$ cat config.mk
export PLATFORM = sky130hd
export DESIGN_NAME = hps_ctrl
export DESIGN_NICKNAME = d
export VERILOG_FILES = /design/src/rtl/hps_pkg.sv /design/src/rtl/hps_ctrl.sv
export SDC_FILE = /design/constraint.sdc
export NUM_CORES = 1
export LEC_CHECK = 0
export BUFFER_PORTS_ARGS = -buffer_cell sky130_fd_sc_hd__buf_4
export CAP_MARGIN = 20
export CORE_MARGIN = 10
export CORE_UTILIZATION = 50
export CTS_CLUSTER_DIAMETER = 40
export DETAILED_ROUTE_END_ITERATION = 10
export PLACE_DENSITY_LB_ADDON = 0.05
export SLEW_MARGIN = 20
export SYNTH_ARGS = -nofsm -noshare
export SYNTH_HDL_FRONTEND = slang
export SYNTH_SLANG_ARGS = --single-unit
$ cat constraint.sdc
create_clock -name clk -period 3.17 [get_ports clk]
set_clock_uncertainty 0.15 [all_clocks]
set_input_delay 0.634 -clock clk [delete_from_list [all_inputs] [get_ports clk]]
set_output_delay 0.634 -clock clk [all_outputs]
set_load 0.005 [all_outputs]
$ cat src/rtl/hps_pkg.sv
package hps_pkg;

	localparam logic [7:0]  COUNT_AT_RESET = 8'd120;
	localparam logic [63:0] SEED_AT_RESET  = 64'h243f6a8885a308d3;

	localparam logic [1:0] CFG_VERTEX_COUNT = 2'd0;
	localparam logic [1:0] CFG_START_VERTEX = 2'd1;
	localparam logic [1:0] CFG_RNG_SEED     = 2'd2;

	localparam logic [2:0] STS_ACK    = 3'd0;
	localparam logic [2:0] STS_EXT    = 3'd1;
	localparam logic [2:0] STS_DEAD   = 3'd2;
	localparam logic [2:0] STS_CLOSED = 3'd3;
	localparam logic [2:0] STS_OPEN   = 3'd4;
	localparam logic [2:0] STS_IGN    = 3'd5;

	typedef enum logic [1:0] {
		CMD_ADD   = 2'd0,
		CMD_START = 2'd1,
		CMD_STEP  = 2'd2,
		CMD_CLEAR = 2'd3
	} cmd_t;

	typedef struct packed {
		logic [1:0] command;
		logic [6:0] vertex;
		logic [6:0] neighbor;
	} item_t;

	typedef struct packed {
		logic [2:0] status;
		logic [2:0] branching;
		logic [6:0] chosen_vertex;
		logic [7:0] path_depth;
	} result_t;

	typedef enum logic [4:0] {
		S_IDLE, S_DEC, S_IGN, S_CLR, S_ADD_RD, S_ADD_WR, S_START,
		S_VI_ROW, S_VI_DEG, S_VI_NL, S_VI_CNT, S_VI_WR, S_START_FIN, S_STEP_FIN,
		S_SROW_RD, S_SROW_CAP, S_SC_RD, S_SC_EV, S_HD_RD, S_HD_CAP,
		S_CH_NL, S_CH_CHK, S_FL_FIND, S_FL_MRG, S_FL_END, S_CH_END,
		S_DIV_GO, S_DIV_WAIT, S_PICK, S_DONE
	} state_t;

	typedef enum logic [4:0] {
		OP_NONE, OP_CAPTURE, OP_IGNORE, OP_CLEAR, OP_ADD_RD, OP_ADD_WR, OP_START,
		OP_VI_ROW, OP_VI_DEG, OP_VI_NL, OP_VI_CNT, OP_VI_WR, OP_START_FIN,
		OP_STEP_FIN, OP_SROW_RD, OP_SROW_CAP, OP_SC_RD, OP_SC_EV, OP_HD_RD,
		OP_HD_CAP, OP_CH_NL, OP_CH_CHK, OP_FL_FIND, OP_FL_MRG, OP_FL_END,
		OP_CH_END, OP_DIV_GO, OP_PICK
	} dp_op_t;

	typedef struct packed {
		cmd_t cmd;
		logic active;
		logic add_ok;
		logic start_ok;
		logic vi_more;
		logic scan_last;
		logic ch_more;
		logic w_ok;
		logic fl_empty;
		logic no_child;
		logic rem_done;
	} dp_stat_t;

endpackage

$ cat src/rtl/hps_ctrl.sv
module hps_ctrl (
	input  logic              clk,
	input  logic              arst_n,
	input  logic              start,
	input  hps_pkg::dp_stat_t stat,
	output hps_pkg::dp_op_t   op,
	output logic              busy,
	output logic              done
);

	hps_pkg::state_t state_q, state_next;

	always_ff @(posedge clk or negedge arst_n) begin
		if (!arst_n) begin
			state_q <= hps_pkg::S_IDLE;
		end else begin
			state_q <= state_next;
		end
	end

	always_comb begin
		state_next = state_q;
		case (state_q)
			hps_pkg::S_IDLE: if (start) state_next = hps_pkg::S_DEC;
			hps_pkg::S_DEC: begin
				case (stat.cmd)
					hps_pkg::CMD_ADD:
						state_next = stat.add_ok ? hps_pkg::S_ADD_RD : hps_pkg::S_IGN;
					hps_pkg::CMD_CLEAR:
						state_next = stat.active ? hps_pkg::S_IGN : hps_pkg::S_CLR;
					hps_pkg::CMD_START:
						state_next = stat.start_ok ? hps_pkg::S_START : hps_pkg::S_IGN;
					default:
						state_next = stat.active ? hps_pkg::S_SROW_RD : hps_pkg::S_IGN;
				endcase
			end
			hps_pkg::S_IGN:      state_next = hps_pkg::S_DONE;
			hps_pkg::S_CLR:      state_next = hps_pkg::S_DONE;
			hps_pkg::S_ADD_RD:   state_next = hps_pkg::S_ADD_WR;
			hps_pkg::S_ADD_WR:   state_next = hps_pkg::S_DONE;
			hps_pkg::S_START:    state_next = hps_pkg::S_VI_ROW;
			hps_pkg::S_VI_ROW:   state_next = hps_pkg::S_VI_DEG;
			hps_pkg::S_VI_DEG:   state_next = hps_pkg::S_VI_NL;
			hps_pkg::S_VI_NL: begin
				if (stat.vi_more) begin
					state_next = hps_pkg::S_VI_CNT;
				end else if (stat.cmd == hps_pkg::CMD_STEP) begin
					state_next = hps_pkg::S_STEP_FIN;
				end else begin
					state_next = hps_pkg::S_START_FIN;
				end
			end
			hps_pkg::S_VI_CNT:    state_next = hps_pkg::S_VI_WR;
			hps_pkg::S_VI_WR:     state_next = hps_pkg::S_VI_NL;
			hps_pkg::S_START_FIN: state_next = hps_pkg::S_DONE;
			hps_pkg::S_STEP_FIN:  state_next = hps_pkg::S_DONE;
			hps_pkg::S_SROW_RD:   state_next = hps_pkg::S_SROW_CAP;
			hps_pkg::S_SROW_CAP:  state_next = hps_pkg::S_SC_RD;
			hps_pkg::S_SC_RD:     state_next = hps_pkg::S_SC_EV;
			hps_pkg::S_SC_EV:
				state_next = stat.scan_last ? hps_pkg::S_HD_RD : hps_pkg::S_SC_RD;
			hps_pkg::S_HD_RD:     state_next = hps_pkg::S_HD_CAP;
			hps_pkg::S_HD_CAP:    state_next = hps_pkg::S_CH_NL;
			hps_pkg::S_CH_NL:
				state_next = stat.ch_more ? hps_pkg::S_CH_CHK : hps_pkg::S_CH_END;
			hps_pkg::S_CH_CHK:
				state_next = stat.w_ok ? hps_pkg::S_FL_FIND : hps_pkg::S_CH_NL;
			hps_pkg::S_FL_FIND:
				state_next = stat.fl_empty ? hps_pkg::S_FL_END : hps_pkg::S_FL_MRG;
			hps_pkg::S_FL_MRG:    state_next = hps_pkg::S_FL_FIND;
			hps_pkg::S_FL_END:    state_next = hps_pkg::S_CH_NL;
			hps_pkg::S_CH_END:
				state_next = stat.no_child ? hps_pkg::S_DONE : hps_pkg::S_DIV_GO;
			hps_pkg::S_DIV_GO:    state_next = hps_pkg::S_DIV_WAIT;
			hps_pkg::S_DIV_WAIT: if (stat.rem_done) state_next = hps_pkg::S_PICK;
			hps_pkg::S_PICK:      state_next = hps_pkg::S_VI_ROW;
			hps_pkg::S_DONE:      state_next = hps_pkg::S_IDLE;
			default:              state_next = hps_pkg::S_IDLE;
		endcase
	end

	always_comb begin
		busy = (state_q != hps_pkg::S_IDLE);
		done = (state_q == hps_pkg::S_DONE);
		case (state_q)
			hps_pkg::S_IDLE:      op = start ? hps_pkg::OP_CAPTURE : hps_pkg::OP_NONE;
			hps_pkg::S_IGN:       op = hps_pkg::OP_IGNORE;
			hps_pkg::S_CLR:       op = hps_pkg::OP_CLEAR;
			hps_pkg::S_ADD_RD:    op = hps_pkg::OP_ADD_RD;
			hps_pkg::S_ADD_WR:    op = hps_pkg::OP_ADD_WR;
			hps_pkg::S_START:     op = hps_pkg::OP_START;
			hps_pkg::S_VI_ROW:    op = hps_pkg::OP_VI_ROW;
			hps_pkg::S_VI_DEG:    op = hps_pkg::OP_VI_DEG;
			hps_pkg::S_VI_NL:     op = hps_pkg::OP_VI_NL;
			hps_pkg::S_VI_CNT:    op = hps_pkg::OP_VI_CNT;
			hps_pkg::S_VI_WR:     op = hps_pkg::OP_VI_WR;
			hps_pkg::S_START_FIN: op = hps_pkg::OP_START_FIN;
			hps_pkg::S_STEP_FIN:  op = hps_pkg::OP_STEP_FIN;
			hps_pkg::S_SROW_RD:   op = hps_pkg::OP_SROW_RD;
			hps_pkg::S_SROW_CAP:  op = hps_pkg::OP_SROW_CAP;
			hps_pkg::S_SC_RD:     op = hps_pkg::OP_SC_RD;
			hps_pkg::S_SC_EV:     op = hps_pkg::OP_SC_EV;
			hps_pkg::S_HD_RD:     op = hps_pkg::OP_HD_RD;
			hps_pkg::S_HD_CAP:    op = hps_pkg::OP_HD_CAP;
			hps_pkg::S_CH_NL:     op = hps_pkg::OP_CH_NL;
			hps_pkg::S_CH_CHK:    op = hps_pkg::OP_CH_CHK;
			hps_pkg::S_FL_FIND:   op = hps_pkg::OP_FL_FIND;
			hps_pkg::S_FL_MRG:    op = hps_pkg::OP_FL_MRG;
			hps_pkg::S_FL_END:    op = hps_pkg::OP_FL_END;
			hps_pkg::S_CH_END:    op = hps_pkg::OP_CH_END;
			hps_pkg::S_DIV_GO:    op = hps_pkg::OP_DIV_GO;
			hps_pkg::S_PICK:      op = hps_pkg::OP_PICK;
			default:              op = hps_pkg::OP_NONE;
		endcase
	end

endmodule

# ---- Word level (Yosys, flattened, before mapping)
# Cells that the tools add are included.
dict set report totals {
  reg_bits 5
  in_bits 15
  output_inout_bits 7
  elab_cells 60
}
dict set report op_classes {
  n_eq_ne 34
  muxes 17
  n_reduce_logical 8
}
# cell count
set op_table {}
lappend op_table {{one-hot mux 5 bit (27 select lines)} 1}
lappend op_table {{one-hot mux 5 bit (22 select lines)} 1}
lappend op_table {{== test 5 bit (second input constant)} 14}
lappend op_table {{== test 5 x 4 -> 1 bit (second input constant)} 8}
lappend op_table {{== test 5 x 3 -> 1 bit (second input constant)} 4}
lappend op_table {{two-way mux 3 bit} 4}
lappend op_table {{two-way mux 4 bit} 3}
lappend op_table {{one-hot mux 4 bit (3 select lines)} 1}
lappend op_table {{== test 5 x 2 -> 1 bit (second input constant)} 2}
lappend op_table {{two-way mux 5 bit} 2}
lappend op_table {{OR reduction 2 bit} 3}
lappend op_table {{== test 5 x 1 -> 1 bit (second input constant)} 1}
lappend op_table {{logical NOT 5 bit} 1}
lappend op_table {{nonzero test 5 bit} 1}
lappend op_table {{OR reduction 5 bit} 1}
lappend op_table {{== test 2 bit (second input constant)} 2}
lappend op_table {{two-way mux 2 bit} 2}
lappend op_table {{inequality test 2 bit (second input constant)} 2}
lappend op_table {{two-way mux 1 bit} 3}
lappend op_table {{== test 2 x 1 -> 1 bit (second input constant)} 1}
lappend op_table {{logical NOT 2 bit} 1}
lappend op_table {{AND reduction 2 bit} 1}

# ---- Logic depth before layout (Yosys ltp)
# Gate-level depths: netlist of run 1.
dict set report logic_depth {
  ltp_word 4
  mapped_depth 7
  mapped_depth_nobuf 5
}

# ---- Worst setup path before layout of run 1
# OpenSTA, ideal clock, no wires.
dict set report synth_path {
  kind {reg-to-output}
  from {register state_q[1]}
  to {output op[0]}
  arrival_ps 1101
  required_ps 2386
  path_slack_ps 1285
  stages_incl_launch_ff 6
  n_path_buf 1
  path_cell_list {dfrtp_1 buf_4 or2_1 nor2_1 nand3_1 nand3_1}
}
dict set report synth_via {
  elab_chain_cells 2
  word_cells_on_any_way 28
  cone_classes {eq/ne: 26; mux: 1; reduce/logical: 1}
}
# element line_no
set synth_rtl {}
lappend synth_rtl {{start: declaration} hps_ctrl.sv:11} ;# hps_pkg::state_t state_q, state_next;
lappend synth_rtl {{start signal: assignment} hps_ctrl.sv:15} ;# state_q <= hps_pkg::S_IDLE;
lappend synth_rtl {{start signal: assignment} hps_ctrl.sv:17} ;# state_q <= state_next;
lappend synth_rtl {{== test 5 bit (tied with other cells)} hps_ctrl.sv:85} ;# case (state_q)
lappend synth_rtl {{one-hot mux 5 bit (27 select lines) *} hps_ctrl.sv:85}
lappend synth_rtl {{end: declaration} hps_ctrl.sv:6} ;# output hps_pkg::dp_op_t op,
# Mark *: on every way between the ends. The rest lies on a longest branch, timed or not.

# ---- Worst setup path in the final report of run 1
dict set report layout_path {
  from {register state_q[3]}
  to {output op[0]}
}
# The elaborated chain is that of the path after synthesis.

==> out/summary.md, run 1 <==
The share of the Yosys chip area taken by registers is 15.7%. The half-perimeter wire length after detailed placement is 1.76 mm, and the highest net fanout along the worst path is 25. The run gives 0 as the final global-route overflow total. The predominant post-synthesis flop cell was sky130_fd_sc_hd__dfrtp_1.

The tools report the number of nets in the layout as 158. The tools report the number of gates resized after cts as 0. The logs give 0 for the residual DRC count and 127 for the post-synthesis instance total.

Global routing used 14.3% of the available tracks. The run gives 1 as the CTS H-tree depth. The time the final worst path needs with I/O delays and setup was 2.60 ns. The initial standard-cell utilization of the core came out at 52.8%.

The run gives 1.07 ns as the worst reg-to-reg setup slack. Data arrives at the worst endpoint at 1.82 ns. A synthesized cell averages 6.27 um2. Clock tree synthesis inserted a total of 3 buffers. Count of maximum capacitance violations: 0.

The placeable core region is 1510 um2, and the slew at the pin closest to its max-slew limit is 0.705 ns. For the timing-limited maximum frequency, the log shows 0.384 GHz. VDD sags by at most 591 uV. The height of the chip was 59.9 um. The tools report the destination of the worst register-to-register timing path as state_q[1]$_DFFE_PN0P_. In the layout the commonest cells are 21 x sky130_fd_sc_hd__buf_4, 16 x sky130_fd_sc_hd__nand2_1, 14 x sky130_fd_sc_hd__nor2_1. The leakage component of the power came out at 0.372 nW. The repair_antennas step left the layout with diodes totalling 0. The via count of the first global-routing pass was 885; the final cycle utilization of the critical path was 82.1%. In the final layout, the registers with the most flip-flops are state_q (5).

The final layout contains routed wiring with a total length of 2.32 mm. Critical path required time: 2.39 ns. The tools report the number of antenna violations at the first check in global routing as 0.

The worst register-to-register path begins at state_q[3]$_DFFE_PN0P_. The routability congestion estimate was 0.898; the finished layout cell area was 950 um2. In this run the power density over the cells is 906 nW/um2. Synthesis inferred 5 register bits. For the worst flop-to-flop path, the logic depth is 5. The library cell used most frequently in the layout, excluding fill and tap cells, is sky130_fd_sc_hd__buf_4. The logs give 0 for the synthesis warning total and 125 um2 for the sequential cell area. TritonCTS built the clock tree. The first global-routing pass estimated 4.17 mm of wire. Yosys mapped a number of flops with a built-in enable equal to 0.

Summing all multi-input logic gate instances after layout gives 606 um2. After detailed placement, the total cell area comes to 923 um2. Of all flip-flops after synthesis, the portion carrying an async set or reset was 100%. The register with the most flip-flops in the final layout is state_q.

The count of buffers added on input and output ports is 21. Clock tree synthesis found a total of 5 sinks. The run gives 0 as the count of endpoints failing hold in the final timing report. The flow ran to the end, and the final reports show no timing, DRC or antenna violations. The root buffer cell was sky130_fd_sc_hd__clkbuf_4. In this run the worst setup path begins at state_q[3]$_DFFE_PN0P_. The average wire length per cell after detail routing is 14.7 um.

Setup repair after global routing left no endpoint under its margin. The clock transition time at the flip-flop clock pins of the worst setup and hold paths works out to 0.04 ns. The clock insertion delay at the later pin of the skew report is 0.24 ns, and the cell row count is 14. Once detail routing completed, the nets flagged for antenna violations numbered 0. Number of fill cells: 144.

The tools report the post-CTS repair timing setup buffer count as 0. Buffers inserted to repair hold after CTS numbered 0. The summed instance area of the synthesized netlist was 796 um2; the via-per-instance ratio was 6.06. For the worst slew margin relative to its limit, the log shows 53.0%.

Counting along the longest clock path gives a buffer depth of 2. Entering global routing, the biggest net connects 26 pins. The number of different library cells used by synthesis comes to 39.

The number of failing setup endpoints in the final timing report was 0; the ratio of cells with drive above 1 in the final layout was 18.3%. The tools report the overall die area as 3590 um2. The worst setup path is captured at a primary output. The area growth from synthesis to layout is 19.3%, and the count of boundary I/O pins is 22. The number of design-rule violations left by the first detailed-router iteration came out at 37. Path category of the worst min-delay check: in2async. The detailed-routing iteration count for the pre-antenna-repair pass was 4; the die width was 59.9 um. After routing, the total negative slack on setup checks comes to 0 ns. The path type of the worst setup path was reg2out. The tools report the count of final max-slew check failures as 0.

STA classifies the critical path startpoint as a flip-flop. The flip-flop count of the largest register after layout came out at 5. Summing over every cut layer, the via total after detailed routing is 958. The number of nets handed over by synthesis was 142.
-- kinds of logic (layout without fill, tap and decap cells) --
logic type             Yosys count  count (layout)  share of synthesized area [%]
AND/OR/NAND/NOR                 63              63                           39.8
flip-flops                       5               5                           15.7
buffers and inverters           14              29                           8.17
XOR/XNOR                         1               1                           1.10
multiplexers                     1               1                           1.41
AO/OA/AOI/OAI                   43              43                           33.8
-- stage by stage --
| stage | power [W] | hold WS (ns) | utilization, % | std cells | setup slack, ns |
|---|---|---|---|---|---|
| 6_report | 0.000861 | 0.0367 | 63.0 | 158 | 0.568 |
| 5_1_grt | 0.000961 | 0.0318 | 63.0 | 158 | 0.470 |
| 4_1_cts | 0.000857 | 0.0312 | 63.0 | 158 | 0.603 |
| 3_5_place_dp | 0.000781 | 0.287 | 61.3 | 154 | 0.866 |
| 3_3_place_gp | 0.000785 | 0.287 | 61.3 | 154 | 0.813 |
| 2_1_floorplan | 0.000626 | 0.188 | - | 127 | 1.28 |
-- worst max-delay path by stage --
stage	slack, ns	to
final	0.57	op[0]
after global routing	0.47	op[1]
after CTS	0.60	op[0]
after floorplan	1.28	op[0]
after global placement	0.81	op[0]
after detailed placement	0.87	op[0]
-- where the power goes --
group | internal (W) | switching, W | total [W]
sequential | 0.0000927 | 0.000158 | 0.000251
clock | 0.0000474 | 0.0000237 | 0.0000711
combinational | 0.000258 | 0.000280 | 0.000539
total | 0.000399 | 0.000462 | 0.000861
-- critical path, cell delays in order, from the launching register on --
cell                       delay [ns]
sky130_fd_sc_hd__dfrtp_1         0.79
sky130_fd_sc_hd__nand2_1         0.28
sky130_fd_sc_hd__o211ai_1        0.27
sky130_fd_sc_hd__nand3_1         0.10
sky130_fd_sc_hd__buf_4           0.14
-- metal layers --
layer | track usage [%] | part of all wire (%)
met1 | 19.6 | 41
met2 | 20.3 | 48
met3 | 2.54 | 9.8
met4 | 7.37 | 0.69
met5 | 0 | 0
-- cells in the mapped netlist (4+ instances only) --
library cell | n | share of area, %
sky130_fd_sc_hd__a21oi_1 | 9 | 5.7
sky130_fd_sc_hd__buf_2 | 7 | 4.4
sky130_fd_sc_hd__dfrtp_1 | 5 | 16
sky130_fd_sc_hd__inv_1 | 4 | 1.9
sky130_fd_sc_hd__nand2_1 | 16 | 7.5
sky130_fd_sc_hd__nand2b_1 | 6 | 4.7
sky130_fd_sc_hd__nand3_1 | 7 | 4.4
sky130_fd_sc_hd__nor2_1 | 14 | 6.6
sky130_fd_sc_hd__nor2b_1 | 4 | 3.1
sky130_fd_sc_hd__nor3_1 | 4 | 2.5
sky130_fd_sc_hd__o21ai_0 | 13 | 8.2
sky130_fd_sc_hd__o22ai_1 | 4 | 3.1
-- layout make-up --
cell class / instances / area share, %
sequential: 5 / 13.2
timing repair buffer: 21 / 16.6
multi-input combinational: 108 / 63.8
clock buffer: 4 / 2.77
inverter: 4 / 1.58
tap: 16 / 2.11
No activity file was read; power rests on OpenSTA's default activity.
==> run 2, diff against run 1 <==
- CORE_UTILIZATION: 50 -> 46
- clock period: 3.17 -> 2.3 ns (I/O delays scaled with it)
==> run 2 against run 1 <==
  * Sequential share of layout area fell by 0.40 points
  * Total power rose by 49%
  * Combinational power rose by 66%
  * Worst hold slack improved by 0.36 ns
  * Via count rose by 7.2%
  * Register-to-register slack got worse by 0.69 ns
  * Die area rose by 5.7%
  * Flip-flop and latch count did not move
  * Clock power rose by 41%
  * Setup slack got worse by 0.43 ns
  * Cell count rose by 4.4%
==> out/summary.md, run 2 (synthesized netlist as in run 1, its figures left out) <==
The worst reg-to-reg setup slack came out at 0.38 ns (-0.69 ns). The logs give 22.7% (-6.5 points) for the sequential share of power and 17.1% (-2.5 points) for the global-route met1 utilization. The endpoint identified for the worst register-to-register timing path is state_q[2]$_DFFE_PN0P_.

The share of total power in combinational logic was 69.5% (+6.9 points); the number of clock sinks seen by CTS was 5 (unchanged). Slew at the pin closest to its max-slew limit: 0.415 ns (-0.291 ns). Leading cell type in the layout, fill and taps excluded: sky130_fd_sc_hd__buf_4. The sequential cell area was 129 um2 (+3.0%).

Worst slew margin relative to its limit: 72.4% (+19 points). Leaving out fill and tap cells, the most frequent cells in the layout are 27 x sky130_fd_sc_hd__buf_4, 16 x sky130_fd_sc_hd__nand2_1, 14 x sky130_fd_sc_hd__nor2_1. For the number of diodes, the log shows 0 (unchanged). The min-delay analysis places its worst path in the category in2reg.

The count of final max-slew check failures was 0 (unchanged); the routability congestion estimate was 0.910 (+1.4%). Count of boundary I/O pins: 22 (unchanged). Detailed-routing iteration count for the pre-antenna-repair pass: 4 (unchanged). The logs give 4.12 mm (-1.2%) for the wire length of the first global-routing pass and 936 (+5.8%) for the via count of the first global-routing pass. The cell count of the worst reg-to-reg path works out to 5 (unchanged). The fraction of power spent switching nets works out to 52.3% (-1.4 points). Number of gates on the worst path with buffers counted: 4 (unchanged).

The critical path is of the reg2out type. Maximum number of pins on one net before global-route repair: 22 (-15%). The flip-flop count of the largest register after layout is 5 (unchanged), and the clock transition time at the flip-flop clock pins of the worst setup and hold paths is 0.04 ns (about the same).

The run gives 7.8% (-0.5 points) as the clock network fraction of design power. The count of maximum capacitance violations came out at 0 (unchanged). For the residual DRC count, the log shows 0 (unchanged). The tools report the root buffer cell as sky130_fd_sc_hd__clkbuf_4. Count of endpoints failing hold in the final timing report: 0 (unchanged).

Height of the chip: 61.6 um (+2.8%). The number of nets in the layout was 165 (+4.4%); the post-placement setup slack was 0.212 ns (-0.653 ns). The total power of the final layout is 0.00128 W (+49%), and the final global-route overflow total is 0 (unchanged). The number of buffers inserted during clock tree synthesis is 3 (unchanged).

The remaining antenna violation count after routing is 0 (unchanged). The run gives 1,027 (+7.2%) as the total vias in the final route. TritonCTS built the clock tree.

The worst path needs 2.16 ns of the cycle, external delays included. The overall die area is 3790 um2 (+5.7%), and the highest net fanout along the worst path is 12 (-52%). Grouping stages by cell kind, the critical path spends the most delay in simple AND/OR/NAND/NOR gates. The end-of-flow core utilization was 64.0% (+0.93 points); the buffering stage count on the worst path with inverters included was 1 (unchanged).

The initial standard-cell utilization of the core was 50.5% (-2.3 points); the delay contributed by the slowest stage of the critical path was 0.52 ns (-0.27 ns). The ratio of cells with drive above 1 in the final layout was 23.5% (+5.2 points). The flow ran to the end, and the final reports show no timing, DRC or antenna violations.

The clock insertion delay at the later pin of the skew report is 0.24 ns (about the same). Traced cell by cell, the critical path runs through or3_1 > o211ai_1 > nand3_1 > buf_4. The leakage component of the power was 0.402 nW (+8.0%). The slowest stage of the critical path belongs to the cell sky130_fd_sc_hd__dfrtp_1.

The average wire length per cell after detail routing is 15.6 um (+6.7%). The CTS H-tree depth came out at 1 (unchanged). In this run the worst setup path terminates at op[0]. The logs give 0.137 ns (-0.431 ns) for the worst path setup slack after routing and 0 ns (unchanged) for the final sum of negative setup slack. The number of cells after detailed placement came out at 160 (+3.9%). The die width was 61.6 um (+2.8%). The largest registers in the layout are state_q (5).

The count of buffers from port buffering came out at 21 (unchanged). The run gives 1.98 mm (+13%) as the half-perimeter wire length after detailed placement. The final critical path takes up 94.1% of the cycle. Post-layout instance count excluding filler cells: 165 (+4.4%). The logs give 2 (unchanged) for the buffer levels on the longest clock path and 1.55 ns (-0.27 ns) for the signal arrival time at the worst endpoint. The logs give 21.7% (+1.4 points) for the global routing met2 resource utilization and 14 (unchanged) for the cell row count.

The kind of launch point of the worst setup path is a flip-flop. The number of antenna violations at the first check in global routing was 0 (unchanged); the peak supply drop was 830 uV (+41%). Setup repair after global routing left no endpoint under its margin. The internal portion of total power is 0.000613 W (+54%), and the overall global routing resource usage is 13.8% (-0.43 points). Areal power density over the cells: 1270 nW/um2 (+41%).

Critical path required time: 1.69 ns (-0.70 ns). Relative to the synthesized area, the layout overhead comes to 26.7%. STA classifies the critical path endpoint as a primary output. Tracing the worst setup path back leads to its startpoint at state_q[4]$_DFFE_PN0P_. The number of fill cells came out at 150 (+4.2%). For the power dissipated by switching net loads, the log shows 0.000672 W (+45%). The tools report the post-CTS repair timing setup buffer count as 0 (unchanged). met2 is the most crowded layer. The met3 layer usage reported by global route came out at 4.94% (+2.4 points).

The routed wire length was 2.58 mm (+11%). The run gives 0 (unchanged) as the number of failing setup endpoints in the final timing report. The placeable core region was 1580 um2 (+4.7%). The combined area of the multi-input logic cells is 606 um2 (unchanged). The number of design-rule violations left by the first detailed-router iteration was 40 (+8.1%). For the timing-limited maximum frequency, the log shows 0.462 GHz. The via-per-instance ratio is 6.22 (+2.7%). The tools report the launching point of the worst reg2reg path as state_q[4]$_DFFE_PN0P_. Top register by number of flip-flops: state_q.
run 2: cell count changes in the layout (fill, tap and decap cells not counted), sizes merged:
cell	delta
buf	+6
dlygate4sd3	+1
run 2: per-layer routing:
layer / wire, um / vias up
met5: 0 / -
met4: 45 / 0
met3: 259 / 6
met2: 1290 / 49
met1: 987 / 462
li1: - / 510
run 2: what timing repair did:
item / 4_1_cts / 5_1_grt
resized for setup: 1 / 2
endpoints found under the setup margin: 2 / 4
hold endpoints to repair: 5 / 0
hold buffers: 1 / 0
run 2: metrics by stage:
step	hold WS, ns	instance area, um2
floorplan	0.0144	796
global placement	0.114	968
detailed placement	0.117	968
CTS	0.392	1010
global route	0.398	1010
finish	0.399	1010
run 2: worst min path at each step:
| stage | start | endpoint | slack, ns | depth (start not counted) |
|---|---|---|---|---|
| 2_1_floorplan | arst_n | state_q[0]$_DFFE_PN0P_ | 0.01 | 0 |
| 3_3_place_gp | arst_n | state_q[4]$_DFFE_PN0P_ | 0.11 | 1 |
| 3_5_place_dp | arst_n | state_q[4]$_DFFE_PN0P_ | 0.12 | 1 |
| 4_1_cts | start | state_q[0]$_DFFE_PN0P_ | 0.39 | 3 |
| 5_1_grt | arst_n | state_q[4]$_DFFE_PN0P_ | 0.40 | 2 |
| 6_report | start | state_q[0]$_DFFE_PN0P_ | 0.40 | 3 |
run 2: power groups by stage:
| stage | Combinational, W | Sequential (W) | Clock [W] |
|---|---|---|---|
| after floorplan | 0.000697 | 0.000165 | 0 |
| after global placement | 0.000873 | 0.000279 | 0 |
| after CTS | 0.000884 | 0.000282 | 0.000103 |
| after detailed placement | 0.000879 | 0.000281 | 0 |
| final | 0.000893 | 0.000291 | 0.000100 |
| after global routing | 0.000991 | 0.000308 | 0.000113 |
run 2: layout make-up:
type                       instances  share of cell area [%]
clock buffer                       4                    2.61
inverter                           4                    1.49
multi-input combinational        108                    60.0
sequential                         5                    12.8
tap                               16                    1.99
timing repair buffer              28                    21.1
run 2: worst min-delay path, delay by kind of cell:
kind	cells	cell delay, ns
AO/OA/AOI/OAI	1	0.07
buffers and inverters	1	0.09
AND/OR/NAND/NOR	1	0.12
==> run 3, diff against run 2 <==
- CELL_PAD_IN_SITES_DETAIL_PLACEMENT: not set -> 1
- CELL_PAD_IN_SITES_GLOBAL_PLACEMENT: not set -> 1
- CORE_UTILIZATION: 46 -> 31
==> run 3 against run 2 <==
  * Setup slack worse by 0.040 ns
  * Core utilization is 22 points lower
  * First-iteration DRC count is 53% higher
  * Clock power is 5% lower
  * Sequential power is 6% lower
  * Clock-buffer cell count stayed put
  * Global-route usage is 2.2 points lower
  * Die area is 32% higher
  * Total power is 3.6% higher
  * Combinational power is 7.7% higher
  * Wire length is 19% higher
==> out/summary.md, run 3 (synthesized netlist as in run 1, its figures left out) <==
The run finished with clean final reports. The overall die area was 4990 um2 (+32%). The clock transition time at the flip-flop clock pins of the worst setup and hold paths was 0.04 ns (about the same); the final cycle utilization of the critical path was 95.8% (+1.7 points).

Setup repair after global routing left no endpoint under its margin. The run gives 0 (unchanged) as the count of endpoints failing hold in the final timing report. The run gives 61 (+53%) as the number of design-rule violations left by the first detailed-router iteration. The timing-limited maximum frequency is 0.454 GHz (-1.8%). The tools report the remaining antenna violation count after routing as 0 (unchanged).

The critical path goes through nand2_1 > o211ai_1 > nand3_1 > buf_4. For the CTS H-tree depth, the log shows 1 (unchanged). The logs give 1.59 ns (+0.04 ns) for the signal arrival time at the worst endpoint and 0 (unchanged) for the number of failing setup endpoints in the final timing report.

The logs give 2450 um2 (+56%) for the placeable core region and 1,034 (+0.68%) for the total vias in the final route. The height of the chip is 70.7 um (+15%), and the count of final max-slew check failures is 0 (unchanged). The time the final worst path needs with I/O delays and setup is 2.20 ns (+0.0398 ns), and the fraction of power spent switching nets is 53.0% (+0.68 points). The cell row count is 18 (+4), and the overall global routing resource usage is 11.7% (-2.2 points). Ranked by flip-flop count, first place goes to state_q. The run gives 72.3% (+2.8 points) as the share of total power in combinational logic. The total power of the final layout is 0.00133 W (+3.6%). The number of buffers inserted during clock tree synthesis came out at 3 (unchanged). The run gives 5.02 mm (+22%) as the wire length of the first global-routing pass. The number of fill cells was 334 (+120%). The most critical setup path has its startpoint at state_q[3]$_DFFE_PN0P_.

The run gives 0 ns (unchanged) as the final sum of negative setup slack. The die width is 70.7 um (+15%). The worst reg-to-reg setup slack is 0.37 ns (about the same), and the slew at the pin closest to its max-slew limit is 0.465 ns (+0.0503 ns).

The critical path required time was 1.69 ns (about the same); the residual DRC count was 0 (unchanged). The setup path with the least slack is of type reg2out. The number of nets in the layout was 165 (unchanged). The sequential share of power was 20.6% (-2.1 points); the areal power density over the cells was 1280 nW/um2 (+0.68%). The clock network fraction of design power is 7.1% (-0.7 points), and the routability congestion estimate is 0.815 (-11%).

The average wire length per cell after detail routing is 17.2 um (+9.8%), and the clock insertion delay at the later pin of the skew report is 0.23 ns (about the same). Root buffer cell: sky130_fd_sc_hd__clkbuf_4. Via-per-instance ratio: 5.78 (-7.2%). The worst register-to-register path begins at state_q[3]$_DFFE_PN0P_. For the finished layout cell area, the log shows 1040 um2 (+2.9%).

The count of buffers from port buffering is 21 (unchanged), and the ratio of cells with drive above 1 in the final layout is 22.8% (-0.67 points). The number of diodes is 0 (unchanged). TritonCTS built the clock tree.

The post-layout instance count excluding filler cells was 179 (+8.5%); the power dissipated by switching net loads was 0.000705 W (+4.9%). The logs give 0 (unchanged) for the post-CTS repair timing setup buffer count and 2 (unchanged) for the buffer levels on the longest clock path. The leakage component of the power was 0.406 nW (+1.2%); the highest net fanout along the worst path was 13 (+1).

Number of clock sinks seen by CTS: 5 (unchanged). On the critical path, the stage with the largest delay is an instance of sky130_fd_sc_hd__dfrtp_1. The flip-flop count of the largest register after layout is 5 (unchanged).

The routed wire length was 3.07 mm (+19%); the half-perimeter wire length after detailed placement was 2.42 mm (+22%). The final global-route overflow total was 0 (unchanged). The logs give 21 (-4.5%) for the maximum number of pins on one net before global-route repair and 0 (unchanged) for the number of antenna violations at the first check in global routing. The worst setup path is launched from a flip-flop. The delay contributed by the slowest stage of the critical path is 0.62 ns (+0.10 ns). The library cells used most frequently in the layout, excluding fill and tap cells, are 26 x sky130_fd_sc_hd__buf_4, 16 x sky130_fd_sc_hd__nand2_1, 14 x sky130_fd_sc_hd__nor2_1. The cell count of the worst reg-to-reg path is 5 (unchanged), and the initial standard-cell utilization of the core is 32.4% (-18 points). Number of cells after detailed placement: 174 (+8.8%). The worst register-to-register path ends at state_q[1]$_DFFE_PN0P_. The area growth from synthesis to layout came out at 30.3%.

The worst setup path is captured at a primary output. The run gives 0 (unchanged) as the count of maximum capacitance violations. The path class of the tightest hold or removal check is in2async.

The largest registers in the layout are state_q (5). The logs give 875 uV (+5.4%) for the peak supply drop and 998 um2 (+3.1%) for the cell area after placement. The leading cell type in the layout, fill and taps excluded is sky130_fd_sc_hd__buf_4. The worst slew margin relative to its limit was 69.0% (-3.4 points). For the detailed-routing iteration count for the pre-antenna-repair pass, the log shows 4 (unchanged).

The count of boundary I/O pins was 22 (unchanged). The internal portion of total power was 0.000626 W (+2.1%); the via count of the first global-routing pass was 977 (+4.4%).
## run 3: changes by cell type in the layout (fill, tap and decap cells not counted)
cell / delta
sky130_fd_sc_hd__buf_12: +1
sky130_fd_sc_hd__buf_4: -1
sky130_fd_sc_hd__dfrtp_1: +1
sky130_fd_sc_hd__dfrtp_2: -1
## run 3: final cells by class
type                    count  area [um2]  share of cell area (%)
flip-flops and latches      5         128                    12.3
inverters                   4        15.0                    1.45
multi-input cells         108         606                    58.4
well taps                  30        37.5                    3.62
repair buffers             28         225                    21.7
clock buffers               4        26.3                    2.53
## run 3: worst max-delay path by stage
stage,to,slack [ns],cells after the start
2_1_floorplan,op[0],0.59,5
3_3_place_gp,state_q[1]$_DFFE_PN0P_,0.24,5
3_5_place_dp,op[4],0.26,4
4_1_cts,op[0],0.06,5
5_1_grt,op[0],0.02,4
6_report,op[0],0.1,4
## run 3: power groups by stage
stage               clock network, W  logic, W  registers (W)
finish                     0.0000946  0.000962       0.000274
global route                0.000105   0.00108       0.000285
CTS                        0.0000994  0.000968       0.000269
detailed placement                 0  0.000962       0.000268
global placement                   0  0.000962       0.000267
floorplan                          0  0.000697       0.000165
## run 3: layer usage
| metal | track usage [%] | vias to the layer above | part of all wire [%] |
|---|---|---|---|
| met5 | 0 | - | 0 |
| met4 | 2.58 | 0 | 0 |
| met3 | 1.26 | 0 | 5.7 |
| met2 | 19.4 | 31 | 49 |
| met1 | 15.7 | 496 | 45 |
| li1 | - | 507 | - |
## run 3: critical path: cells and delay by family (launching register included)
kind | cells | cell delay (ns)
DFF | 1 | 0.62
and+or+nand+nor | 2 | 0.35
AOI/OAI and AO/OA | 1 | 0.25
buffers and inverters | 1 | 0.14
## run 3: what timing repair did
| item | in CTS | in global routing |
|---|---|---|
| hold buffers | 1 | 0 |
| resized for setup | 1 | 1 |
| hold endpoints to repair | 5 | 0 |
| endpoints found under the setup margin | 1 | 3 |
## run 3: per-stage QoR
stage	utilization (%)	worst slack [ns]	hold slack (ns)
2_1_floorplan	-	0.589	0.0144
5_1_grt	42.3	0.0201	0.456
6_report	42.3	0.0970	0.434
3_3_place_gp	40.7	0.235	0.111
4_1_cts	42.2	0.0606	0.413
3_5_place_dp	40.7	0.257	0.114
